### config.mk
export PLATFORM = sky130hd
export DESIGN_NAME = remote_control_frame_decoder_flat
export DESIGN_NICKNAME = d
export VERILOG_FILES = /design/src/rtl/rcfd_pkg.sv /design/src/rtl/rcfd_in_if.sv /design/src/rtl/rcfd_out_if.sv /design/src/rtl/rcfd_regs.sv /design/src/rtl/rcfd_store.sv /design/src/rtl/rcfd_decode.sv /design/src/rtl/remote_control_frame_decoder.sv /design/src/flat_wrapper.sv
export SDC_FILE = /design/constraint.sdc
export NUM_CORES = 1
export LEC_CHECK = 0
export BUFFER_PORTS_ARGS = -buffer_cell sky130_fd_sc_hd__buf_2
export CAP_MARGIN = 20
export CORE_MARGIN = 5
export CORE_UTILIZATION = 25
export DETAILED_ROUTE_END_ITERATION = 8
export PLACE_DENSITY = 0.46
export RECOVER_POWER = 50
export SLEW_MARGIN = 20
export SYNTH_ARGS = -nofsm -noshare
export SYNTH_HDL_FRONTEND = slang
export SYNTH_SLANG_ARGS = --single-unit
### constraint.sdc
create_clock -name clk -period 13.6 [get_ports clk]
set_clock_uncertainty 0.1 [all_clocks]
set_input_delay 0.68 -clock clk [delete_from_list [all_inputs] [get_ports clk]]
set_output_delay 0.68 -clock clk [all_outputs]
set_load 0.05 [all_outputs]
### src/rtl/rcfd_pkg.sv
package rcfd_pkg;

    localparam int FRAME_BYTES = 18;
    localparam int COUNT_W     = $clog2(FRAME_BYTES + 2);
    localparam int ADDR_W      = 4;
    localparam int DATA_W      = 32;
    localparam int STICK_W     = 11;
    localparam int CHAN_W      = 16;
    localparam int SW_W        = 2;

    localparam logic [STICK_W-1:0] OFFSET_RST   = 11'd1024;
    localparam logic [STICK_W-1:0] LIMIT_RST    = 11'd660;
    localparam logic [SW_W-1:0]    FAILSAFE_RST = 2'd2;

    typedef enum logic {
        OP_BYTE = 1'b0,
        OP_IDLE = 1'b1
    } opcode_t;

    typedef enum logic [1:0] {
        REG_OFFSET   = 2'd0,
        REG_LIMIT    = 2'd1,
        REG_FAILSAFE = 2'd2
    } reg_idx_t;

    typedef logic [7:0] frame_t [FRAME_BYTES];

    typedef struct packed {
        logic [STICK_W-1:0] offset;
        logic [STICK_W-1:0] limit;
        logic [SW_W-1:0]    failsafe_sw;
    } cfg_t;

    typedef struct packed {
        logic load;
        logic complete;
    } store_stat_t;

    function automatic logic [CHAN_W-1:0] chan_sub(
        input logic [CHAN_W-1:0]  raw,
        input logic [STICK_W-1:0] offset
    );
        return raw - {{(CHAN_W - STICK_W){1'b0}}, offset};
    endfunction

    // stick channels stay within +/-2047 after the subtract
    function automatic logic over_limit(
        input logic [CHAN_W-1:0]  chan,
        input logic [STICK_W-1:0] limit
    );
        logic [CHAN_W-1:0]  neg;
        logic [STICK_W:0]   mag;
        neg = -chan;
        mag = chan[CHAN_W-1] ? neg[STICK_W:0] : chan[STICK_W:0];
        return mag > {1'b0, limit};
    endfunction

endpackage

### src/rtl/rcfd_in_if.sv
interface rcfd_in_if;
    import rcfd_pkg::*;

    logic    valid;
    logic    ready;
    opcode_t opcode;
    logic [7:0] rx_byte;

    modport source (output valid, output opcode, output rx_byte, input ready);
    modport sink (input valid, input opcode, input rx_byte, output ready);
endinterface

### src/rtl/rcfd_out_if.sv
interface rcfd_out_if;
    logic               valid;
    logic               ready;
    logic signed [15:0] chan0;
    logic signed [15:0] chan1;
    logic signed [15:0] chan2;
    logic signed [15:0] chan3;
    logic signed [15:0] chan4;
    logic [3:0]         switches;
    logic signed [15:0] mouse_x;
    logic signed [15:0] mouse_y;
    logic signed [15:0] mouse_z;
    logic [15:0]        mouse_buttons;
    logic [15:0]        key_word;
    logic               status;

    modport source (
        output valid, output chan0, output chan1, output chan2, output chan3,
        output chan4, output switches, output mouse_x, output mouse_y,
        output mouse_z, output mouse_buttons, output key_word, output status,
        input ready
    );
    modport sink (
        input valid, input chan0, input chan1, input chan2, input chan3,
        input chan4, input switches, input mouse_x, input mouse_y,
        input mouse_z, input mouse_buttons, input key_word, input status,
        output ready
    );
endinterface

### src/rtl/rcfd_regs.sv
module rcfd_regs (
    input  logic                          clk,
    input  logic                          rst_n,
    input  logic                          psel,
    input  logic                          penable,
    input  logic                          pwrite,
    input  logic [rcfd_pkg::ADDR_W-1:0]   paddr,
    input  logic [rcfd_pkg::DATA_W-1:0]   pwdata,
    output logic [rcfd_pkg::DATA_W-1:0]   prdata,
    output logic                          pready,
    output rcfd_pkg::cfg_t                cfg
);
    import rcfd_pkg::*;

    logic [STICK_W-1:0] offset_reg;
    logic [STICK_W-1:0] limit_reg;
    logic [SW_W-1:0]    failsafe_reg;
    reg_idx_t           idx;
    logic               wr;

    assign idx    = reg_idx_t'(paddr[ADDR_W-1:2]);
    assign wr     = psel && penable && pwrite;
    assign pready = 1'b1;

    always_ff @(posedge clk or negedge rst_n)
    begin
        if (!rst_n)
        begin
            offset_reg   <= OFFSET_RST;
            limit_reg    <= LIMIT_RST;
            failsafe_reg <= FAILSAFE_RST;
        end
        else if (wr)
        begin
            unique case (idx)
                REG_OFFSET:   offset_reg   <= pwdata[STICK_W-1:0];
                REG_LIMIT:    limit_reg    <= pwdata[STICK_W-1:0];
                REG_FAILSAFE: failsafe_reg <= pwdata[SW_W-1:0];
                default:      ;
            endcase
        end
    end

    always_comb
    begin
        unique case (idx)
            REG_OFFSET:   prdata = {{(DATA_W - STICK_W){1'b0}}, offset_reg};
            REG_LIMIT:    prdata = {{(DATA_W - STICK_W){1'b0}}, limit_reg};
            REG_FAILSAFE: prdata = {{(DATA_W - SW_W){1'b0}}, failsafe_reg};
            default:      prdata = '0;
        endcase
    end

    assign cfg = '{offset: offset_reg, limit: limit_reg, failsafe_sw: failsafe_reg};

endmodule

### src/rtl/rcfd_store.sv
module rcfd_store (
    input  logic                  clk,
    input  logic                  rst_n,
    input  logic                  accept,
    input  rcfd_pkg::opcode_t     opcode,
    input  logic [7:0]            rx_byte,
    output rcfd_pkg::frame_t      frame,
    output rcfd_pkg::store_stat_t stat
);
    import rcfd_pkg::*;

    localparam logic [COUNT_W-1:0] FULL = COUNT_W'(FRAME_BYTES);

    logic [COUNT_W-1:0] count_reg;
    logic [COUNT_W-1:0] count_next;
    frame_t             store_reg;

    always_comb
    begin
        count_next = count_reg;
        if (accept)
        begin
            if (opcode == OP_IDLE)
                count_next = '0;
            else if (count_reg <= FULL)
                count_next = count_reg + 1'b1;
        end
    end

    always_ff @(posedge clk or negedge rst_n)
    begin
        if (!rst_n)
            count_reg <= '0;
        else
            count_reg <= count_next;
    end

    always_ff @(posedge clk)
    begin
        for (int i = 0; i < FRAME_BYTES; i++)
        begin
            if (accept && opcode == OP_BYTE && count_reg == COUNT_W'(i))
                store_reg[i] <= rx_byte;
        end
    end

    assign frame         = store_reg;
    assign stat.complete = (count_reg == FULL);
    assign stat.load     = accept && opcode == OP_IDLE && count_reg == FULL;

`ifndef SYNTHESIS
    a_count_sat: assert property (@(posedge clk) disable iff (!rst_n)
        count_reg <= FULL + 1'b1)
        else $error("byte count past saturation");
    a_idle_clears: assert property (@(posedge clk) disable iff (!rst_n)
        accept && opcode == OP_IDLE |=> count_reg == '0)
        else $error("idle word did not clear count");
`endif

endmodule

### src/rtl/rcfd_decode.sv
module rcfd_decode (
    input  logic                  clk,
    input  logic                  rst_n,
    input  rcfd_pkg::frame_t      frame,
    input  rcfd_pkg::store_stat_t stat,
    input  rcfd_pkg::cfg_t        cfg,
    rcfd_out_if.source            res
);
    import rcfd_pkg::*;

    logic [CHAN_W-1:0]  ch0, ch1, ch2, ch3, ch4;
    logic [SW_W-1:0]    sw_l, sw_r;
    logic               bad;

    logic               valid_reg;
    logic [CHAN_W-1:0]  ch0_reg, ch1_reg, ch2_reg, ch3_reg, ch4_reg;
    logic [3:0]         sw_reg;
    logic [15:0]        mx_reg, my_reg, mz_reg, btn_reg, key_reg;
    logic               status_reg;

    always_comb
    begin
        ch0  = chan_sub({5'd0, frame[1][2:0], frame[0]}, cfg.offset);
        ch1  = chan_sub({5'd0, frame[2][5:0], frame[1][7:3]}, cfg.offset);
        ch2  = chan_sub({5'd0, frame[4][0], frame[3], frame[2][7:6]}, cfg.offset);
        ch3  = chan_sub({5'd0, frame[5][3:0], frame[4][7:1]}, cfg.offset);
        ch4  = chan_sub({frame[17], frame[16]}, cfg.offset);
        sw_l = frame[5][5:4];
        sw_r = frame[5][7:6];
        bad  = over_limit(ch0, cfg.limit) || over_limit(ch1, cfg.limit)
            || over_limit(ch2, cfg.limit) || over_limit(ch3, cfg.limit)
            || sw_l == '0 || sw_r == '0;
    end

    always_ff @(posedge clk or negedge rst_n)
    begin
        if (!rst_n)
            valid_reg <= 1'b0;
        else if (stat.load)
            valid_reg <= 1'b1;
        else if (res.ready)
            valid_reg <= 1'b0;
    end

    always_ff @(posedge clk)
    begin
        if (stat.load)
        begin
            status_reg <= bad;
            if (bad)
            begin
                {ch0_reg, ch1_reg, ch2_reg, ch3_reg, ch4_reg} <= '0;
                {mx_reg, my_reg, mz_reg, btn_reg, key_reg}    <= '0;
                sw_reg <= {cfg.failsafe_sw, cfg.failsafe_sw};
            end
            else
            begin
                ch0_reg <= ch0;
                ch1_reg <= ch1;
                ch2_reg <= ch2;
                ch3_reg <= ch3;
                ch4_reg <= ch4;
                sw_reg  <= {sw_r, sw_l};
                mx_reg  <= {frame[7], frame[6]};
                my_reg  <= {frame[9], frame[8]};
                mz_reg  <= {frame[11], frame[10]};
                btn_reg <= {frame[13], frame[12]};
                key_reg <= {frame[15], frame[14]};
            end
        end
    end

    assign res.valid         = valid_reg;
    assign res.chan0         = ch0_reg;
    assign res.chan1         = ch1_reg;
    assign res.chan2         = ch2_reg;
    assign res.chan3         = ch3_reg;
    assign res.chan4         = ch4_reg;
    assign res.switches      = sw_reg;
    assign res.mouse_x       = mx_reg;
    assign res.mouse_y       = my_reg;
    assign res.mouse_z       = mz_reg;
    assign res.mouse_buttons = btn_reg;
    assign res.key_word      = key_reg;
    assign res.status        = status_reg;

`ifndef SYNTHESIS
    a_no_overwrite: assert property (@(posedge clk) disable iff (!rst_n)
        stat.load |-> !(valid_reg && !res.ready))
        else $error("result word overwritten while stalled");
    a_load_needs_frame: assert property (@(posedge clk) disable iff (!rst_n)
        stat.load |-> stat.complete)
        else $error("decode without a full frame");
    a_failsafe_zero: assert property (@(posedge clk) disable iff (!rst_n)
        valid_reg && status_reg |-> ch0_reg == '0 && ch4_reg == '0
            && key_reg == '0 && mx_reg == '0)
        else $error("fail-safe word carries data");
`endif

endmodule

### src/rtl/remote_control_frame_decoder.sv
// Remote control frame decoder, 18-byte frames.
// rx: input words, each a received byte (opcode byte) or a line-idle event.
//   Bytes fill the frame store; an idle event ends the frame.
// res: one result word per idle event that closes a frame of exactly 18
//   bytes; other idle events give nothing. Channels are offset-corrected; frames
//   out of range or with a zero switch field give fail-safe values, status set.
// APB port: offset at 0x0, error limit at 0x4, fail-safe switch at 0x8.
// Throughput: one input word per cycle unless an idle event waits on a stalled
//   result. Latency: the result word is valid the cycle after the idle event is
//   taken (one register stage after the frame store).
// Stall: the result register holds until res.ready; meanwhile bytes are
//   still taken, an idle event waits until the result is taken or
//   leaves in the same cycle.
// Reset: byte count cleared, registers at defaults, no result pending.
module remote_control_frame_decoder (
    input  logic                          clk,
    input  logic                          rst_n,
    input  logic                          psel,
    input  logic                          penable,
    input  logic                          pwrite,
    input  logic [rcfd_pkg::ADDR_W-1:0]   paddr,
    input  logic [rcfd_pkg::DATA_W-1:0]   pwdata,
    output logic [rcfd_pkg::DATA_W-1:0]   prdata,
    output logic                          pready,
    rcfd_in_if.sink                       rx,
    rcfd_out_if.source                    res
);
    import rcfd_pkg::*;

    cfg_t        cfg;
    frame_t      frame;
    store_stat_t stat;
    logic        accept;

    assign rx.ready = !res.valid || res.ready || rx.opcode == OP_BYTE;
    assign accept   = rx.valid && rx.ready;

    rcfd_regs u_regs (
        .clk     (clk),
        .rst_n   (rst_n),
        .psel    (psel),
        .penable (penable),
        .pwrite  (pwrite),
        .paddr   (paddr),
        .pwdata  (pwdata),
        .prdata  (prdata),
        .pready  (pready),
        .cfg     (cfg)
    );

    rcfd_store u_store (
        .clk     (clk),
        .rst_n   (rst_n),
        .accept  (accept),
        .opcode  (rx.opcode),
        .rx_byte (rx.rx_byte),
        .frame   (frame),
        .stat    (stat)
    );

    rcfd_decode u_decode (
        .clk   (clk),
        .rst_n (rst_n),
        .frame (frame),
        .stat  (stat),
        .cfg   (cfg),
        .res   (res)
    );

endmodule

### src/flat_wrapper.sv
// flat-port wrapper written by rule: the top's interface ports become plain ports
module remote_control_frame_decoder_flat import rcfd_pkg::*;
  (clk, rst_n, psel, penable, pwrite, paddr, pwdata, prdata, pready, rx_valid, rx_opcode, rx_rx_byte, rx_ready, res_valid, res_chan0, res_chan1, res_chan2, res_chan3, res_chan4, res_switches, res_mouse_x, res_mouse_y, res_mouse_z, res_mouse_buttons, res_key_word, res_status, res_ready);
  rcfd_in_if rx_i ();
  rcfd_out_if res_i ();
  input  logic clk;
  input  logic rst_n;
  input  logic psel;
  input  logic penable;
  input  logic pwrite;
  input  logic [rcfd_pkg::ADDR_W-1:0] paddr;
  input  logic [rcfd_pkg::DATA_W-1:0] pwdata;
  output logic [rcfd_pkg::DATA_W-1:0] prdata;
  output logic pready;
  input wire logic [$bits(rx_i.valid)-1:0] rx_valid;
  input wire logic [$bits(rx_i.opcode)-1:0] rx_opcode;
  input wire logic [$bits(rx_i.rx_byte)-1:0] rx_rx_byte;
  output wire logic [$bits(rx_i.ready)-1:0] rx_ready;
  output wire logic [$bits(res_i.valid)-1:0] res_valid;
  output wire logic [$bits(res_i.chan0)-1:0] res_chan0;
  output wire logic [$bits(res_i.chan1)-1:0] res_chan1;
  output wire logic [$bits(res_i.chan2)-1:0] res_chan2;
  output wire logic [$bits(res_i.chan3)-1:0] res_chan3;
  output wire logic [$bits(res_i.chan4)-1:0] res_chan4;
  output wire logic [$bits(res_i.switches)-1:0] res_switches;
  output wire logic [$bits(res_i.mouse_x)-1:0] res_mouse_x;
  output wire logic [$bits(res_i.mouse_y)-1:0] res_mouse_y;
  output wire logic [$bits(res_i.mouse_z)-1:0] res_mouse_z;
  output wire logic [$bits(res_i.mouse_buttons)-1:0] res_mouse_buttons;
  output wire logic [$bits(res_i.key_word)-1:0] res_key_word;
  output wire logic [$bits(res_i.status)-1:0] res_status;
  input wire logic [$bits(res_i.ready)-1:0] res_ready;
  assign rx_i.valid = rx_valid;
  assign rx_i.opcode = rx_opcode;
  assign rx_i.rx_byte = rx_rx_byte;
  assign rx_ready = rx_i.ready;
  assign res_valid = res_i.valid;
  assign res_chan0 = res_i.chan0;
  assign res_chan1 = res_i.chan1;
  assign res_chan2 = res_i.chan2;
  assign res_chan3 = res_i.chan3;
  assign res_chan4 = res_i.chan4;
  assign res_switches = res_i.switches;
  assign res_mouse_x = res_i.mouse_x;
  assign res_mouse_y = res_i.mouse_y;
  assign res_mouse_z = res_i.mouse_z;
  assign res_mouse_buttons = res_i.mouse_buttons;
  assign res_key_word = res_i.key_word;
  assign res_status = res_i.status;
  assign res_i.ready = res_ready;
  remote_control_frame_decoder u_core (.clk(clk), .rst_n(rst_n), .psel(psel), .penable(penable), .pwrite(pwrite), .paddr(paddr), .pwdata(pwdata), .prdata(prdata), .pready(pready), .rx(rx_i), .res(res_i));
endmodule
==> flow_summary.json, run 1 <==
{
  "largest_register_ffs": 144,
  "hold-worst-slack_ns": 0.2283,
  "hold_buffers": 0,
  "grt_pass1_vias": 10455,
  "finalSetupViolCount": 0,
  "cpMaxStageDelayCell": "a21oi_1",
  "path_cells": "inv_1 -> ha_1 -> nand2b_1 -> a21oi_1 -> o21ai_0 -> nand2b_1 -> a211oi_1 -> nor2_1 -> o21ai_0 -> a21oi_1 -> nor2_1 -> a21oi_1 -> ha_1 -> nor2b_1 -> o211ai_1 -> a211oi_1 -> or4_1 -> a21oi_1 -> or4b_1 -> a41oi_1 -> nand3_2 -> a41oi_4 -> clkinv_2 -> a211oi_1",
  "rsz0062_at_grt": "no",
  "cts_root_buffer": "clkbuf_16",
  "min_period_ns": 8.277,
  "crit_arrival_ns": 8.49,
  "async_reset_ff_share_pct": 9.288,
  "post-route-period-util_pct": 60.86,
  "io_pins": 252,
  "synthCells": 1250,
  "die-area_mm2": 0.06883,
  "grt_max_degree": 89,
  "yosysWarnings": 0,
  "track_usage_pct": 13.29,
  "drt_wl_total_um": 46830,
  "gp_congestion": 0.7961,
  "fp.coreArea_mm2": 0.06308,
  "cpPeakStageDelay_ns": 0.76,
  "worst_skew_pair.late_latency_ns": 0.57,
  "synth_area_per_cell_um2": 12.74,
  "std_cell_rows": 92,
  "slew_headroom_pct": -34.98,
  "ys_ff_latch": 323,
  "hpwl_um": 32000,
  "initial_core_util_pct": 25.24,
  "layout_setup_ws_ns": 5.323,
  "netlist_area_mm2": 0.01592,
  "peakVddDrop_mv": 0.07478,
  "antenna_found_initial": 6,
  "timing.setup.tns_ns": 0,
  "die_y_um": 262.4,
  "gr-total-overflow": 0,
  "dp_slack_ns": 5.534,
  "drtIter0Drc": 519,
  "crit_type": "reg -> reg",
  "ant_nets": 0,
  "worst_slew_pin_slew_ns": 2.025,
  "place_area_mm2": 0.01769,
  "fmaxAchievable_mhz": 120.8,
  "cts_sinks": 323,
  "holdPathStages": 3,
  "dr.pass1.iters": 4,
  "start_kind": "register",
  "grt_pass1_wl_um": 69040,
  "die_width_um": 262.4,
  "nFillCells": 6565,
  "layout_common_cells": "edfxtp_1 (293), clkbuf_1 (186), nor2_1 (144)",
  "clk_path_buf_depth": 3,
  "num_vias": 10242,
  "outcome": "finished with violations",
  "drc": 0,
  "synth.distinct_cells": 70,
  "hold_violations": 0,
  "synthFlopType": "edfxtp_1",
  "synth_edf_count": 293,
  "nets": 1619,
  "drive_gt1_share_pct": 9.373,
  "via_per_inst": 4.390,
  "htreeDepth": 2,
  "hold_path_class": "in -> reg",
  "yosysSeqAreaShare_pct": 60.03,
  "layout_commonest_cell": "edfxtp_1",
  "design_area_mm2": 0.01874,
  "worstRegToRegCells": 24,
  "power_density_mw_per_mm2": 181.0,
  "areaGrowthSynthToFinish_pct": 17.72,
  "numPortBuffers": 206,
  "leakage_nw": 6.963,
  "final_max_slew_viol_count": 146,
  "violations": "capacitance limit, slew limit",
  "postCtsResizedCells": 0,
  "cts-buffers-inserted": 38,
  "postCtsSetupBuffers": 0,
  "cpMostUsedCell": "a21oi_1",
  "clk_pin_slew_ns": 0.06,
  "routedWlPerCell_um": 20.07,
  "end_kind": "register",
  "max_cap_violations": 7,
  "cp.required_ns": 13.82,
  "critPathMaxFanout": 57,
  "cts_tree": "built"
}
-- per-stage QoR --
stage | util (%) | instances | power (mW)
after floorplan | - | 1270 | 2.076
after global placement | 28.04 | 2260 | 2.354
after detailed placement | 28.04 | 2260 | 2.369
after CTS | 30.06 | 2329 | 3.437
after global routing | 29.69 | 2329 | 3.625
final | 29.71 | 2333 | 3.392
-- synth_stat cells, types with 10 or more instances --
cell,instances,area share (%)
nand2b_1,20,0.79
a21oi_1,44,1.4
o21ai_0,50,1.6
nor2b_1,20,0.79
nor3_1,21,0.66
ha_1,108,8.5
mux2_2,16,1.1
xor2_1,23,1.3
dfrtp_1,24,3.8
a21o_1,11,0.52
o21a_1,10,0.47
and3_1,13,0.51
nand4_1,11,0.43
inv_1,48,1.1
buf_4,39,1.8
a211oi_1,13,0.61
xnor2_1,50,2.8
a31oi_1,12,0.47
nor2_1,145,3.4
nand3_1,13,0.41
clkbuf_1,18,0.42
nand2_1,48,1.1
edfxtp_1,293,55
and2_1,86,3.4
mux2i_1,12,0.75
-- where the power goes --
part / switching (mW) / leakage, nW / internal, mW
Clock: 0.432 / 0.628 / 0.615
Sequential: 0.0292 / 3.19 / 1.15
Combinational: 0.727 / 3.15 / 0.437
-- layer usage --
| layer | track usage (%) | wire [um] | share of wire (%) |
|---|---|---|---|
| met2 | 21.60 | 21930 | 47 |
| met3 | 3.108 | 2363 | 5.0 |
| met5 | 0 | 27 | 0.058 |
| met1 | 18.06 | 21550 | 46 |
| met4 | 3.250 | 962 | 2.1 |
-- final cells by class --
type	count	area, um^2	area share, %
diodes	4	10.01	0.05341
well taps	846	1059	5.648
flip-flops and latches	323	9557	50.99
clock inverters	21	257.7	1.375
multi-input cells	832	5821	31.06
repair buffers	210	834.6	4.453
clock buffers	48	1018	5.434
inverters	49	185.2	0.9881
-- logic make-up after synthesis --
| group | after synthesis | synth area share [%] |
|---|---|---|
| AOI/OAI and AO/OA | 181 | 7.388 |
| other | 2 | 0.04717 |
| adders and majority gates | 113 | 9.117 |
| muxes | 32 | 2.263 |
| buffers and inverters | 115 | 3.929 |
| DFF | 323 | 60.03 |
| and+or+nand+nor | 410 | 13.11 |
| xor gates and xnor gates | 74 | 4.118 |
-- worst max-delay path, delay by kind of cell, from the launching register on --
kind	cells	cell delay [ns]
AOI/OAI and AO/OA	12	3.55
and+or+nand+nor	8	2.02
buffers and inverters	2	1.08
adders and majority gates	2	0.67
DFF	1	0.57
-- worst paths after layout --
| kind | from | end | slack (ns) |
|---|---|---|---|
| max in group asynchronous | rst_n | u_core.u_regs.offset_reg[1] | 11.63 |
| min | pwdata[5] | u_core.u_regs.offset_reg[5] | 0.23 |
| max | u_core.u_regs.offset_reg[1] | u_core.u_decode.res.chan4[5] | 5.32 |
| min reg2reg | u_core.u_store.count_reg[4] | u_core.u_store.count_reg[4] | 0.41 |
| min in group asynchronous | rst_n | u_core.u_decode.res.valid | 0.58 |
| max reg2reg | u_core.u_regs.offset_reg[1] | u_core.u_decode.res.chan4[5] | 5.32 |
Power figures use the tool's default switching activity.
==> run 2, diff against run 1 <==
--- a/config.mk
+++ b/config.mk
@@ -10,7 +10,7 @@
 export CORE_MARGIN = 5
 export CORE_UTILIZATION = 25
 export DETAILED_ROUTE_END_ITERATION = 8
-export PLACE_DENSITY = 0.46
+export PLACE_DENSITY = 0.47
 export RECOVER_POWER = 50
 export SLEW_MARGIN = 20
 export SYNTH_ARGS = -nofsm -noshare
==> constraint.sdc (replaced) <==
create_clock -name clk -period 6.7 [get_ports clk]
set_clock_uncertainty 0.1 [all_clocks]
set_input_delay 0.335 -clock clk [delete_from_list [all_inputs] [get_ports clk]]
set_output_delay 0.335 -clock clk [all_outputs]
set_load 0.05 [all_outputs]
==> flow_summary.json, run 2 (synthesized netlist as in run 1, its figures left out) <==
{
  "outcome": "finished with violations",
  "violations": "capacitance limit, slew limit",
  "post-route-period-util_pct": 92.59,
  "numPortBuffers": 206,
  "die_width_um": 262.4,
  "p_clk_share_pct": 30.0,
  "dp_slack_ns": 0.3442,
  "p_seq_share_pct": 34.1,
  "num_vias": 10330,
  "hold_path_class": "in -> reg",
  "crit_arrival_ns": 6.53,
  "worstRegToRegCells": 27,
  "cpLargestDelayFamily": "compound AO/OA/AOI/OAI gates",
  "cp.required_ns": 7.02,
  "rsz0062_at_grt": "no",
  "cpMaxStageDelayCell": "or4b_1",
  "gr-total-overflow": 0,
  "crit_start": "u_core.u_regs.offset_reg[3]",
  "switching_share_pct": 34.21,
  "reg2reg_slack_ns": 0.50,
  "final_max_slew_viol_count": 164,
  "crit_type": "reg -> reg",
  "cts_tree": "built",
  "ant_nets": 0,
  "power_frac_comb_pct": 35.8,
  "routedWlPerCell_um": 19.57,
  "nets": 1667,
  "gp_congestion": 0.8058,
  "critPathMaxFanout": 14,
  "io_pins": 252,
  "reg2reg_to": "u_core.u_decode.res.chan4[4]",
  "std_cell_rows": 92,
  "max_cap_violations": 8,
  "slew_headroom_pct": -34.98,
  "hpwl_um": 32970,
  "layout_commonest_cell": "edfxtp_1",
  "critical_path_buf_inv_count": 5,
  "dr.pass1.iters": 5,
  "peakVddDrop_mv": 0.1509,
  "areaGrowthSynthToFinish_pct": 20.43,
  "drc": 0,
  "worst_slew_pin_slew_ns": 2.025,
  "postCtsSetupBuffers": 0,
  "cts_root_buffer": "clkbuf_16",
  "htreeDepth": 2,
  "leakage_nw": 7.168,
  "largest_register_ffs": 144,
  "fmaxAchievable_mhz": 161.2,
  "end_kind": "register",
  "drtIter0Drc": 549,
  "cts-buffers-inserted": 37,
  "via_per_inst": 4.344,
  "die-area_mm2": 0.06883,
  "cpPeakStageDelay_ns": 0.52,
  "reg2reg_from": "u_core.u_regs.offset_reg[3]",
  "initial_core_util_pct": 25.24,
  "clk_pin_slew_ns": 0.06,
  "internal_power_mw": 4.608,
  "crit_path_end": "u_core.u_decode.res.chan4[4]",
  "timing.setup.tns_ns": 0,
  "cts_sinks": 323,
  "finalSetupViolCount": 0,
  "grt_pass1_wl_um": 68180,
  "power_density_mw_per_mm2": 365.3,
  "cp_num_cells": 27,
  "hold-worst-slack_ns": 0.1059,
  "hold_violations": 0,
  "track_usage_pct": 13.07,
  "layout_common_cells": "edfxtp_1 (293), clkbuf_1 (195), nor2_1 (144)",
  "layout_setup_ws_ns": 0.4965,
  "grt_pass1_vias": 10444,
  "fp.coreArea_mm2": 0.06308,
  "switchingPower_mw": 2.396,
  "worst_skew_pair.late_latency_ns": 0.56,
  "drt_wl_total_um": 46530,
  "drive_gt1_share_pct": 10.65,
  "grt_max_degree": 85,
  "clk_path_buf_depth": 3,
  "start_kind": "register",
  "min_period_ns": 6.204,
  "die_y_um": 262.4,
  "antenna_found_initial": 1
}
-- run 2: per-stage QoR --
step,cells,utilization [%],instance area [um^2],power [mW]
floorplan,1270,-,16000,4.212
global placement,2295,28.51,17990,4.914
detailed placement,2295,28.51,17990,4.936
CTS,2377,30.76,19400,7.091
global route,2377,30.39,19170,7.484
finish,2378,30.39,19170,7.004
-- run 2: tightest hold or removal path, cell delays in order --
cell      delay [ns]
buf_2           0.11
nand2b_1        0.06
a21oi_1         0.13
a21o_1          0.09
-- run 2: area by class of cell --
class / instances / area, um^2
Antenna cell: 1 / 2.502
Fill cell: 6545 / 43910
Multi-Input combinational cell: 832 / 5831
Tap cell: 846 / 1059
Inverter: 49 / 183.9
Sequential cell: 323 / 9557
Clock inverter: 17 / 187.7
Timing Repair Buffer: 259 / 1261
Clock buffer: 51 / 1091
-- run 2: worst min-delay path by stage --
stage | from | endpoint | cells after the start
final | rx_valid | u_core.u_store.count_reg[4] | 4
after global routing | rx_valid | u_core.u_store.count_reg[4] | 4
after CTS | rx_valid | u_core.u_store.count_reg[4] | 4
after detailed placement | rst_n | u_core.u_decode.res.valid | 1
after global placement | rst_n | u_core.u_decode.res.valid | 1
after floorplan | rst_n | u_core.u_decode.res.valid | 0
-- run 2: repair_timing --
action | CTS | global route
gates resized for setup | 0 | 3
setup endpoints to repair | 0 | 2
hold buffers | 14 | 0
endpoints found under the hold margin | 50 | 0
-- run 2: per-layer routing --
| metal | vias up | track usage, % | wire (um) | share of wire [%] |
|---|---|---|---|---|
| li1 | 4962 | - | - | - |
| met1 | 5081 | 18.20 | 21710 | 47 |
| met2 | 231 | 21.22 | 21580 | 46 |
| met3 | 56 | 2.500 | 2377 | 5.1 |
| met4 | 0 | 3.081 | 865 | 1.9 |
| met5 | - | 0 | 0 | 0 |
-- run 2: power by group through the flow --
stage / Combinational, mW / Sequential [mW] / Clock [mW]
5_1_grt: 2.83 / 2.40 / 2.26
4_1_cts: 2.53 / 2.39 / 2.17
3_3_place_gp: 2.48 / 2.43 / 0
6_report: 2.51 / 2.39 / 2.10
3_5_place_dp: 2.50 / 2.43 / 0
2_1_floorplan: 1.78 / 2.43 / 0
